$ cat config.mk
export PLATFORM = sky130hd
export DESIGN_NAME = mgf1_sha256_mask_stream
export DESIGN_NICKNAME = d
export VERILOG_FILES = /design/src/sv/mgf_pkg.sv /design/src/sv/mgf_queue.sv /design/src/sv/mgf_engine.sv /design/src/sv/mgf1_sha256_mask_stream.sv
export SDC_FILE = /design/constraint.sdc
export NUM_CORES = 2
export LEC_CHECK = 0
export ABC_AREA = 0
export BUFFER_PORTS_ARGS = -buffer_cell sky130_fd_sc_hd__clkbuf_2
export CAP_MARGIN = 20
export CORE_MARGIN = 4
export CORE_UTILIZATION = 56
export DETAILED_ROUTE_END_ITERATION = 16
export PLACE_DENSITY = 0.74
export SETUP_SLACK_MARGIN = 0.2
export SLEW_MARGIN = 10
export SYNTH_ARGS = -nofsm -noshare
export SYNTH_HDL_FRONTEND = slang
export SYNTH_HIERARCHICAL = 1
export SYNTH_MEMORY_MAX_BITS = 65536
export SYNTH_SLANG_ARGS = --single-unit
export TNS_END_PERCENT = 10
$ cat constraint.sdc
create_clock -name i_clk -period 35.9 [get_ports i_clk]
set_clock_uncertainty 0.1 [all_clocks]
set_input_delay 10.77 -clock i_clk [delete_from_list [all_inputs] [get_ports i_clk]]
set_output_delay 10.77 -clock i_clk [all_outputs]
set_load 0.01 [all_outputs]
$ cat src/sv/mgf_pkg.sv
// Shared constants, types and functions for the MGF1 SHA-256 mask stream.
`timescale 1ns / 1ps
`default_nettype none
package mgf_pkg;
    localparam int MaxKeyBytes = 128;
    localparam int QueueDepth = 4;

    localparam logic FuncKey  = 1'b0;
    localparam logic FuncData = 1'b1;

    typedef struct packed {
        logic       func;
        logic [7:0] byte_value;
        logic       first;
    } t_word;

    function automatic logic [31:0] round_k(input logic [5:0] t);
        logic [31:0] k;
        begin
            case (t)
                6'd0: k = 32'h428a2f98; 6'd1: k = 32'h71374491; 6'd2: k = 32'hb5c0fbcf;
                6'd3: k = 32'he9b5dba5; 6'd4: k = 32'h3956c25b; 6'd5: k = 32'h59f111f1;
                6'd6: k = 32'h923f82a4; 6'd7: k = 32'hab1c5ed5; 6'd8: k = 32'hd807aa98;
                6'd9: k = 32'h12835b01; 6'd10: k = 32'h243185be; 6'd11: k = 32'h550c7dc3;
                6'd12: k = 32'h72be5d74; 6'd13: k = 32'h80deb1fe; 6'd14: k = 32'h9bdc06a7;
                6'd15: k = 32'hc19bf174; 6'd16: k = 32'he49b69c1; 6'd17: k = 32'hefbe4786;
                6'd18: k = 32'h0fc19dc6; 6'd19: k = 32'h240ca1cc; 6'd20: k = 32'h2de92c6f;
                6'd21: k = 32'h4a7484aa; 6'd22: k = 32'h5cb0a9dc; 6'd23: k = 32'h76f988da;
                6'd24: k = 32'h983e5152; 6'd25: k = 32'ha831c66d; 6'd26: k = 32'hb00327c8;
                6'd27: k = 32'hbf597fc7; 6'd28: k = 32'hc6e00bf3; 6'd29: k = 32'hd5a79147;
                6'd30: k = 32'h06ca6351; 6'd31: k = 32'h14292967; 6'd32: k = 32'h27b70a85;
                6'd33: k = 32'h2e1b2138; 6'd34: k = 32'h4d2c6dfc; 6'd35: k = 32'h53380d13;
                6'd36: k = 32'h650a7354; 6'd37: k = 32'h766a0abb; 6'd38: k = 32'h81c2c92e;
                6'd39: k = 32'h92722c85; 6'd40: k = 32'ha2bfe8a1; 6'd41: k = 32'ha81a664b;
                6'd42: k = 32'hc24b8b70; 6'd43: k = 32'hc76c51a3; 6'd44: k = 32'hd192e819;
                6'd45: k = 32'hd6990624; 6'd46: k = 32'hf40e3585; 6'd47: k = 32'h106aa070;
                6'd48: k = 32'h19a4c116; 6'd49: k = 32'h1e376c08; 6'd50: k = 32'h2748774c;
                6'd51: k = 32'h34b0bcb5; 6'd52: k = 32'h391c0cb3; 6'd53: k = 32'h4ed8aa4a;
                6'd54: k = 32'h5b9cca4f; 6'd55: k = 32'h682e6ff3; 6'd56: k = 32'h748f82ee;
                6'd57: k = 32'h78a5636f; 6'd58: k = 32'h84c87814; 6'd59: k = 32'h8cc70208;
                6'd60: k = 32'h90befffa; 6'd61: k = 32'ha4506ceb; 6'd62: k = 32'hbef9a3f7;
                default: k = 32'hc67178f2;
            endcase
            return k;
        end
    endfunction

    function automatic logic [31:0] init_h(input logic [2:0] i);
        logic [31:0] h;
        begin
            case (i)
                3'd0: h = 32'h6a09e667; 3'd1: h = 32'hbb67ae85;
                3'd2: h = 32'h3c6ef372; 3'd3: h = 32'ha54ff53a;
                3'd4: h = 32'h510e527f; 3'd5: h = 32'h9b05688c;
                3'd6: h = 32'h1f83d9ab; default: h = 32'h5be0cd19;
            endcase
            return h;
        end
    endfunction
endpackage
`default_nettype wire

$ cat src/sv/mgf_queue.sv
// Word queue between the front and the back of the mask stream.
`timescale 1ns / 1ps
`default_nettype none
module mgf_queue
    import mgf_pkg::*;
#(
    parameter int DEPTH = QueueDepth
) (
    input  wire   i_clk,
    input  wire   i_rst_n,
    input  wire   i_valid,
    output logic  o_ready,
    input  t_word i_word,
    output logic  o_valid,
    input  wire   i_ready,
    output t_word o_word
);
    localparam int AW = $clog2(DEPTH);
    t_word r_mem [DEPTH];
    logic [AW-1:0] r_wp, r_rp;
    logic [AW:0] r_cnt;
    logic wr, rd;

    assign o_ready = (r_cnt != (AW+1)'(DEPTH));
    assign o_valid = (r_cnt != '0);
    assign o_word  = r_mem[r_rp];
    assign wr = i_valid && o_ready;
    assign rd = o_valid && i_ready;

    always_ff @(posedge i_clk) begin
        if (wr) begin
            r_mem[r_wp] <= i_word;
        end
        if (!i_rst_n) begin
            r_wp <= '0;
            r_rp <= '0;
            r_cnt <= '0;
        end else begin
            if (wr) r_wp <= (r_wp == AW'(DEPTH-1)) ? '0 : r_wp + 1'b1;
            if (rd) r_rp <= (r_rp == AW'(DEPTH-1)) ? '0 : r_rp + 1'b1;
            r_cnt <= r_cnt + (AW+1)'(wr) - (AW+1)'(rd);
        end
    end
endmodule
`default_nettype wire

$ cat src/sv/mgf_engine.sv
// Back end: key store, SHA-256 round engine and mask XOR.
`timescale 1ns / 1ps
`default_nettype none
module mgf_engine
    import mgf_pkg::*;
#(
    parameter int MAX_KEY_BYTES = MaxKeyBytes
) (
    input  wire        i_clk,
    input  wire        i_rst_n,
    input  wire        i_valid,
    output logic       o_ready,
    input  t_word      i_word,
    output logic       o_valid,
    input  wire        i_ready,
    output logic [7:0] o_masked_byte
);
    localparam int KA = (MAX_KEY_BYTES > 1) ? $clog2(MAX_KEY_BYTES) : 1;
    localparam int LW = $clog2(MAX_KEY_BYTES + 1);

    localparam logic [2:0] S_IDLE  = 3'd0;
    localparam logic [2:0] S_LOAD  = 3'd1;
    localparam logic [2:0] S_ROUND = 3'd2;
    localparam logic [2:0] S_ADD   = 3'd3;
    localparam logic [2:0] S_OUT   = 3'd4;

    logic [7:0] r_key [MAX_KEY_BYTES];
    logic [2:0] r_state;
    logic [LW-1:0] r_klen;
    logic [31:0] r_ctr;
    logic [255:0] r_mask;
    logic [5:0] r_ptr;
    logic [31:0] r_h [8];
    logic [31:0] r_v [8];
    logic [31:0] r_w [16];
    logic [5:0] r_t;
    logic [1:0] r_bsel;
    logic [5:0] r_lbyte;
    logic [15:0] r_base;
    logic [15:0] r_nblk;
    logic [15:0] r_blk;
    logic [7:0] r_kbyte;
    logic [7:0] r_data;
    logic r_ov;
    logic [7:0] r_out;

    logic [15:0] mlen, pos;
    logic [63:0] bits;
    logic [7:0] pbyte;
    logic [15:0] plen;
    logic [31:0] s0, s1, wn, wt, t1, t2, e, a;

    assign o_ready = (r_state == S_IDLE);
    assign o_valid = r_ov;
    assign o_masked_byte = r_out;

    assign mlen = 16'(r_klen) + 16'd4;
    assign plen = ((mlen + 16'd8) >> 6) * 16'd64 + 16'd64;
    assign bits = {45'd0, mlen, 3'd0};
    assign pos  = r_base + {10'd0, r_lbyte};

    always_comb begin
        pbyte = 8'h00;
        if (pos < 16'(r_klen)) begin
            pbyte = r_kbyte;
        end else if (pos < mlen) begin
            case (2'(pos - 16'(r_klen)))
                2'd0: pbyte = r_ctr[31:24];
                2'd1: pbyte = r_ctr[23:16];
                2'd2: pbyte = r_ctr[15:8];
                default: pbyte = r_ctr[7:0];
            endcase
        end else if (pos == mlen) begin
            pbyte = 8'h80;
        end else if (pos >= plen - 16'd8) begin
            pbyte = bits[8*(7 - 3'(pos - (plen - 16'd8)))+:8];
        end
    end

    assign s0 = {r_w[1][6:0], r_w[1][31:7]} ^ {r_w[1][17:0], r_w[1][31:18]} ^ (r_w[1] >> 3);
    assign s1 = {r_w[14][16:0], r_w[14][31:17]} ^ {r_w[14][18:0], r_w[14][31:19]}
              ^ (r_w[14] >> 10);
    assign wn = r_w[0] + s0 + r_w[9] + s1;
    assign wt = r_w[0];
    assign e  = r_v[4];
    assign a  = r_v[0];
    assign t1 = r_v[7] + ({e[5:0], e[31:6]} ^ {e[10:0], e[31:11]} ^ {e[24:0], e[31:25]})
              + ((e & r_v[5]) ^ (~e & r_v[6])) + round_k(r_t) + wt;
    assign t2 = ({a[1:0], a[31:2]} ^ {a[12:0], a[31:13]} ^ {a[21:0], a[31:22]})
              + ((a & r_v[1]) ^ (a & r_v[2]) ^ (r_v[1] & r_v[2]));

    always_ff @(posedge i_clk) begin
        r_kbyte <= r_key[KA'(pos)];
        if (!i_rst_n) begin
            r_state <= S_IDLE;
            r_klen <= '0;
            r_ctr <= '0;
            r_ptr <= 6'd32;
            r_ov <= 1'b0;
        end else begin
            if (r_ov && i_ready) r_ov <= 1'b0;
            case (r_state)
                S_IDLE: begin
                    if (i_valid && o_ready) begin
                        if (i_word.func == FuncKey) begin
                            if (i_word.first || r_klen < LW'(MAX_KEY_BYTES)) begin
                                r_key[i_word.first ? '0 : KA'(r_klen)] <= i_word.byte_value;
                                r_klen <= i_word.first ? LW'(1) : r_klen + 1'b1;
                            end
                            if (i_word.first) begin
                                r_ctr <= '0;
                                r_ptr <= 6'd32;
                            end
                        end else begin
                            r_data <= i_word.byte_value;
                            if (r_ptr[5]) begin
                                for (int i = 0; i < 8; i++) r_h[i] <= init_h(3'(i));
                                r_base <= '0;
                                r_blk <= '0;
                                r_nblk <= plen >> 6;
                                r_lbyte <= '0;
                                r_bsel <= '0;
                                r_state <= S_LOAD;
                            end else begin
                                r_state <= S_OUT;
                            end
                        end
                    end
                end
                S_LOAD: begin
                    // each byte: wait for the registered key store read, then shift it into the schedule
                    if (r_bsel == 2'd0) begin
                        r_bsel <= 2'd1;
                    end else begin
                        r_w[r_lbyte[5:2]] <= {r_w[r_lbyte[5:2]][23:0], pbyte};
                        r_bsel <= 2'd0;
                        r_lbyte <= r_lbyte + 1'b1;
                        if (r_lbyte == 6'd63) begin
                            for (int i = 0; i < 8; i++) r_v[i] <= r_h[i];
                            r_t <= '0;
                            r_state <= S_ROUND;
                        end
                    end
                end
                S_ROUND: begin
                    for (int i = 0; i < 15; i++) r_w[i] <= r_w[i+1];
                    r_w[15] <= wn;
                    r_v[7] <= r_v[6]; r_v[6] <= r_v[5]; r_v[5] <= r_v[4];
                    r_v[4] <= r_v[3] + t1;
                    r_v[3] <= r_v[2]; r_v[2] <= r_v[1]; r_v[1] <= r_v[0];
                    r_v[0] <= t1 + t2;
                    r_t <= r_t + 1'b1;
                    if (r_t == 6'd63) r_state <= S_ADD;
                end
                S_ADD: begin
                    for (int i = 0; i < 8; i++) r_h[i] <= r_h[i] + r_v[i];
                    if (r_blk + 16'd1 == r_nblk) begin
                        for (int i = 0; i < 8; i++) r_mask[255-32*i-:32] <= r_h[i] + r_v[i];
                        r_ctr <= r_ctr + 1'b1;
                        r_ptr <= '0;
                        r_state <= S_OUT;
                    end else begin
                        r_blk <= r_blk + 1'b1;
                        r_base <= r_base + 16'd64;
                        r_lbyte <= '0;
                        r_state <= S_LOAD;
                    end
                end
                S_OUT: begin
                    if (!r_ov) begin
                        r_out <= r_data ^ r_mask[255-8*r_ptr[4:0]-:8];
                        r_ov <= 1'b1;
                        r_ptr <= r_ptr + 1'b1;
                        r_state <= S_IDLE;
                    end
                end
                default: r_state <= S_IDLE;
            endcase
        end
    end
endmodule
`default_nettype wire

$ cat src/sv/mgf1_sha256_mask_stream.sv
// Top level of the MGF1 SHA-256 mask stream.
// Key words (func 0) load the key, first restarting it; data words (func 1) come out
// XORed with SHA-256(key || counter) bytes. A queue of four words decouples input from
// the engine. A key word is taken in the idle state; a data word from a held block is
// accepted, then XORed in the output state, where it waits while the previous result is
// not yet taken. A data word that needs a new block waits for the hash: per 64-byte block
// a byte-wise load (key bytes via the registered key store port), 64 rounds and an add
// step, then the XOR step.
`timescale 1ns / 1ps
`default_nettype none
module mgf1_sha256_mask_stream
    import mgf_pkg::*;
#(
    parameter int MAX_KEY_BYTES = MaxKeyBytes
) (
    input  wire        i_clk,
    input  wire        i_rst_n,
    input  wire        i_valid,
    output logic       o_ready,
    input  wire        i_func,
    input  wire [7:0]  i_byte_value,
    input  wire        i_first,
    output logic       o_valid,
    input  wire        i_ready,
    output logic [7:0] o_masked_byte
);
    t_word in_word, q_word;
    logic q_valid, q_ready;

    assign in_word = '{func: i_func, byte_value: i_byte_value, first: i_first};

    mgf_queue #(.DEPTH(QueueDepth)) u_queue (
        .i_clk(i_clk), .i_rst_n(i_rst_n),
        .i_valid(i_valid), .o_ready(o_ready), .i_word(in_word),
        .o_valid(q_valid), .i_ready(q_ready), .o_word(q_word)
    );

    mgf_engine #(.MAX_KEY_BYTES(MAX_KEY_BYTES)) u_engine (
        .i_clk(i_clk), .i_rst_n(i_rst_n),
        .i_valid(q_valid), .o_ready(q_ready), .i_word(q_word),
        .o_valid(o_valid), .i_ready(i_ready), .o_masked_byte(o_masked_byte)
    );
endmodule
`default_nettype wire
==> summary.md <==
| Metric | Value |
|---|---|
| Final critical-path setup slack | `21.81 ns` |
| Commonest non-fill, non-tap cell in the layout | `edfxtp_1` |
| Post CTS Setup Buffer Count | `0` |
| Worst setup EP type | `flop` |
| Syn. warnings | `6` |
| Slew Viols, Final | `0` |
| Setup violators final | `0` |
| Starting density of the core | `0.5629` |
| Lkg Pwr | `between 50 and 60 nW` |
| FFs w/ async S/R, synth | `0` |
| Required @ worst endpoint | `36.32 ns` |
| Die X | `488.9 um` |
| Root Driver | `clkbuf_16` |
| Gate Count Post-Synth | `around 10000` |
| CP max FO | `just over 70` |
| First-pass DRT Iterations | `7` |
| Synth Area per Inst | `12.89 sq um` |
| Synthesized cell area | `~130000 sq um` |
| Crit Path Class | `in -> reg` |
| Worst reg-to-reg path cell count | `32` |
| GP Congestion | `around 1` |
| Core area | `230100 sq um` |
| Nets | `approximately 11000` |
| Resize count post-CTS | `0` |
| Vias/cell | `6.535` |
| Row count | `176` |
| DRT antenna net count | `0` |
| Fin crit share | `0.3926` |
| RSZ-0062 raised after global routing | `false` |
| Commonest non-fill, non-tap cells in the layout | `edfxtp_1 (2404), nand2_1 (1858), nor2_1 (514), mux4_2 (493), xnor2_1 (445)` |
| All-Layer GR Usage | `0.3137` |
| Io pins | `24` |
| Worst-Skew Late Latency | `between 0.9 and 1 ns` |
| Max IR drop VDD | `a little over 0.00006 V` |
| Clock slew at reported path FFs | `0.06 ns` |
| Cells after DPL | `12730` |
| #FFs+latches synth | `2507` |
| Pwr Density | `around 62 nW/um^2` |
| Distinct cells, synth | `~120` |
| DRT Wirelength | `approximately 380000 um` |
| Num Clock Sinks | `2507` |
| Area grow syn2layout | `9.361%` |
| Post-DP HPWL | `251500 um` |
| Layout cell share with drive strength beyond 1 | `0.1176` |
| Pin slew with the least headroom to its limit | `around 1.2 ns` |
| Final hold slack | `0.4033 ns` |
| Drt drc | `0` |
| Status | `complete, no violations` |
| Finished Core Util | `0.6156` |
| First-pass GRT wire length | `555800 um` |
| Setup WS pre-CTS | `20.86 ns` |
| Highest clock rate | `70.95 MHz` |
| Routed WL per cell | `28.63 um` |
| Design area | `141700 sq um` |
| Largest net degree at the start of global routing | `252` |
| Critical Path Source Type | `input pin` |
| Seq/Total Area, Yosys | `0.5732` |
| Tot Pwr | `~8.8 mW` |
| DR iter-0 viols | `11614` |
| Hold Fails Final Rpt | `0` |
| Worst Hold Class | `reg -> reg` |
| Die area | `239100 sq um` |
| CTS Hold Buffers Added | `0` |
| TritonCTS clock tree | `built` |
| Main synth FF type | `edfxtp_1` |
| Worst path arrival time | `14.52 ns` |
| Final min period | `14.09 ns` |
| WHS Path Cells | `2` |
| Total gr overflow | `0` |
| Max Buffers Root-to-Sink | `4` |
| TritonCTS Buffers | `between 200 and 300` |
| Max-slew headroom | `0.1821` |
| I/O Buffers | `23` |
| Max-cap violations | `0` |
| Vias | `86386` |
| Finished Layout Cells | `approximately 13000` |
| Initial antenna violation count | `7` |
| Vias in the first global route | `83963` |
| Sum Neg Setup Slack | `0 ns` |
| Die height | `488.9 um` |
| Number of synthesized flops with an enable pin | `~2400` |
| H-tree depth | `5` |
| Placed Area | `132800 sq um` |
==> power by group <==
| group | switching (mW) | internal [mW] |
|---|---|---|
| combinational | 1.45 | 0.805 |
| sequential | 0.0798 | 3.66 |
| clock | 1.15 | 1.62 |
| total | 2.68 | 6.09 |
==> worst max-delay path, stage by stage <==
cell and delay [ns]:
clkbuf_2 0.08, buf_4 0.37, clkinv_1 0.12, buf_4 0.29, nor3_2 0.22, buf_4 0.83, buf_4 0.79, buf_4 0.85
==> sequential cells by signal, indices dropped and copies added, names as in the netlist, 5 cells and up, named ones only <==
register                cells
u_engine/r_key           1024
u_engine/r_w              512
u_engine/r_h              256
u_engine/r_mask           256
u_engine/r_v              256
u_queue/r_mem              40
u_engine/r_ctr             32
u_engine/r_blk             16
u_engine/r_base            10
u_engine/o_masked_byte      8
u_engine/r_data             8
u_engine/r_kbyte            8
u_engine/r_klen             8
u_engine/r_lbyte            6
u_engine/r_ptr              6
u_engine/r_t                6
u_engine/r_nblk             5
==> Yosys cell counts, types with 82 or more instances <==
master / n / area (sq um)
nand2_1: 1861 / 6985
and2_1: 133 / 832.1
a21o_1: 235 / 1764
edfxtp_1: 2404 / 72190
fa_1: 197 / 3944
nand2b_1: 166 / 1039
a21oi_1: 350 / 1752
o21a_1: 82 / 615.6
nand3_1: 135 / 675.7
ha_1: 432 / 5405
xnor2_1: 445 / 3897
o21ai_0: 351 / 1757
dfxtp_1: 103 / 2062
clkbuf_1: 392 / 1471
nor3_1: 109 / 545.5
xor2_1: 214 / 1874
nor2_1: 517 / 1941
mux4_2: 501 / 11280
inv_1: 343 / 1287
==> layer usage <==
| layer | routed length (um) | vias up | global-route usage |
|---|---|---|---|
| met5 | 13 | - | 0 |
| met4 | 22440 | 2 | 0.1604 |
| met3 | 39540 | 971 | 0.06482 |
| met2 | 171900 | 5292 | 0.4762 |
| met1 | 144600 | 43215 | 0.4326 |
| li1 | - | 36906 | - |
==> worst paths after layout <==
check	startpoint	end	slack (ns)
hold / removal	u_queue/r_wp[1]$_SDFFE_PN0P_	u_queue/r_wp[1]$_SDFFE_PN0P_	0.40
setup / recovery	i_rst_n	u_engine/r_mask[159]$_DFFE_PP_	21.81
hold reg to reg	u_queue/r_wp[1]$_SDFFE_PN0P_	u_queue/r_wp[1]$_SDFFE_PN0P_	0.40
setup reg to reg	u_engine/r_v[1][65]$_DFFE_PP_	u_engine/r_v[0][31]$_DFFE_PP_	26.72
==> area by class of cell <==
| class | instances | area (sq um) |
|---|---|---|
| fill | 16846 | 88470 |
| sequential | 2507 | 74270 |
| multi-input combinational | 6694 | 52300 |
| clock buffer | 345 | 7492 |
| tap | 3026 | 3786 |
| inverter | 348 | 1314 |
| timing repair buffer | 159 | 1246 |
| clock inverter | 131 | 1224 |
| antenna | 9 | 22.52 |
==> cells by family (layout without fill, tap and decap cells) <==
group | Yosys count | in the layout | share of synthesized area
AO/OA/AOI/OAI | 1565 | 1565 | 0.07916
XOR/XNOR | 662 | 662 | 0.04509
adder cells (fa/ha/maj) | 633 | 633 | 0.07249
buffers and inverters | 845 | 983 | 0.02583
flip-flops | 2507 | 2507 | 0.5732
multiplexers | 595 | 595 | 0.09485
other | 1 | 11 | 0.00002895
AND/OR/NAND/NOR | 3237 | 3237 | 0.1093
No activity file was read; power rests on OpenSTA's default activity.
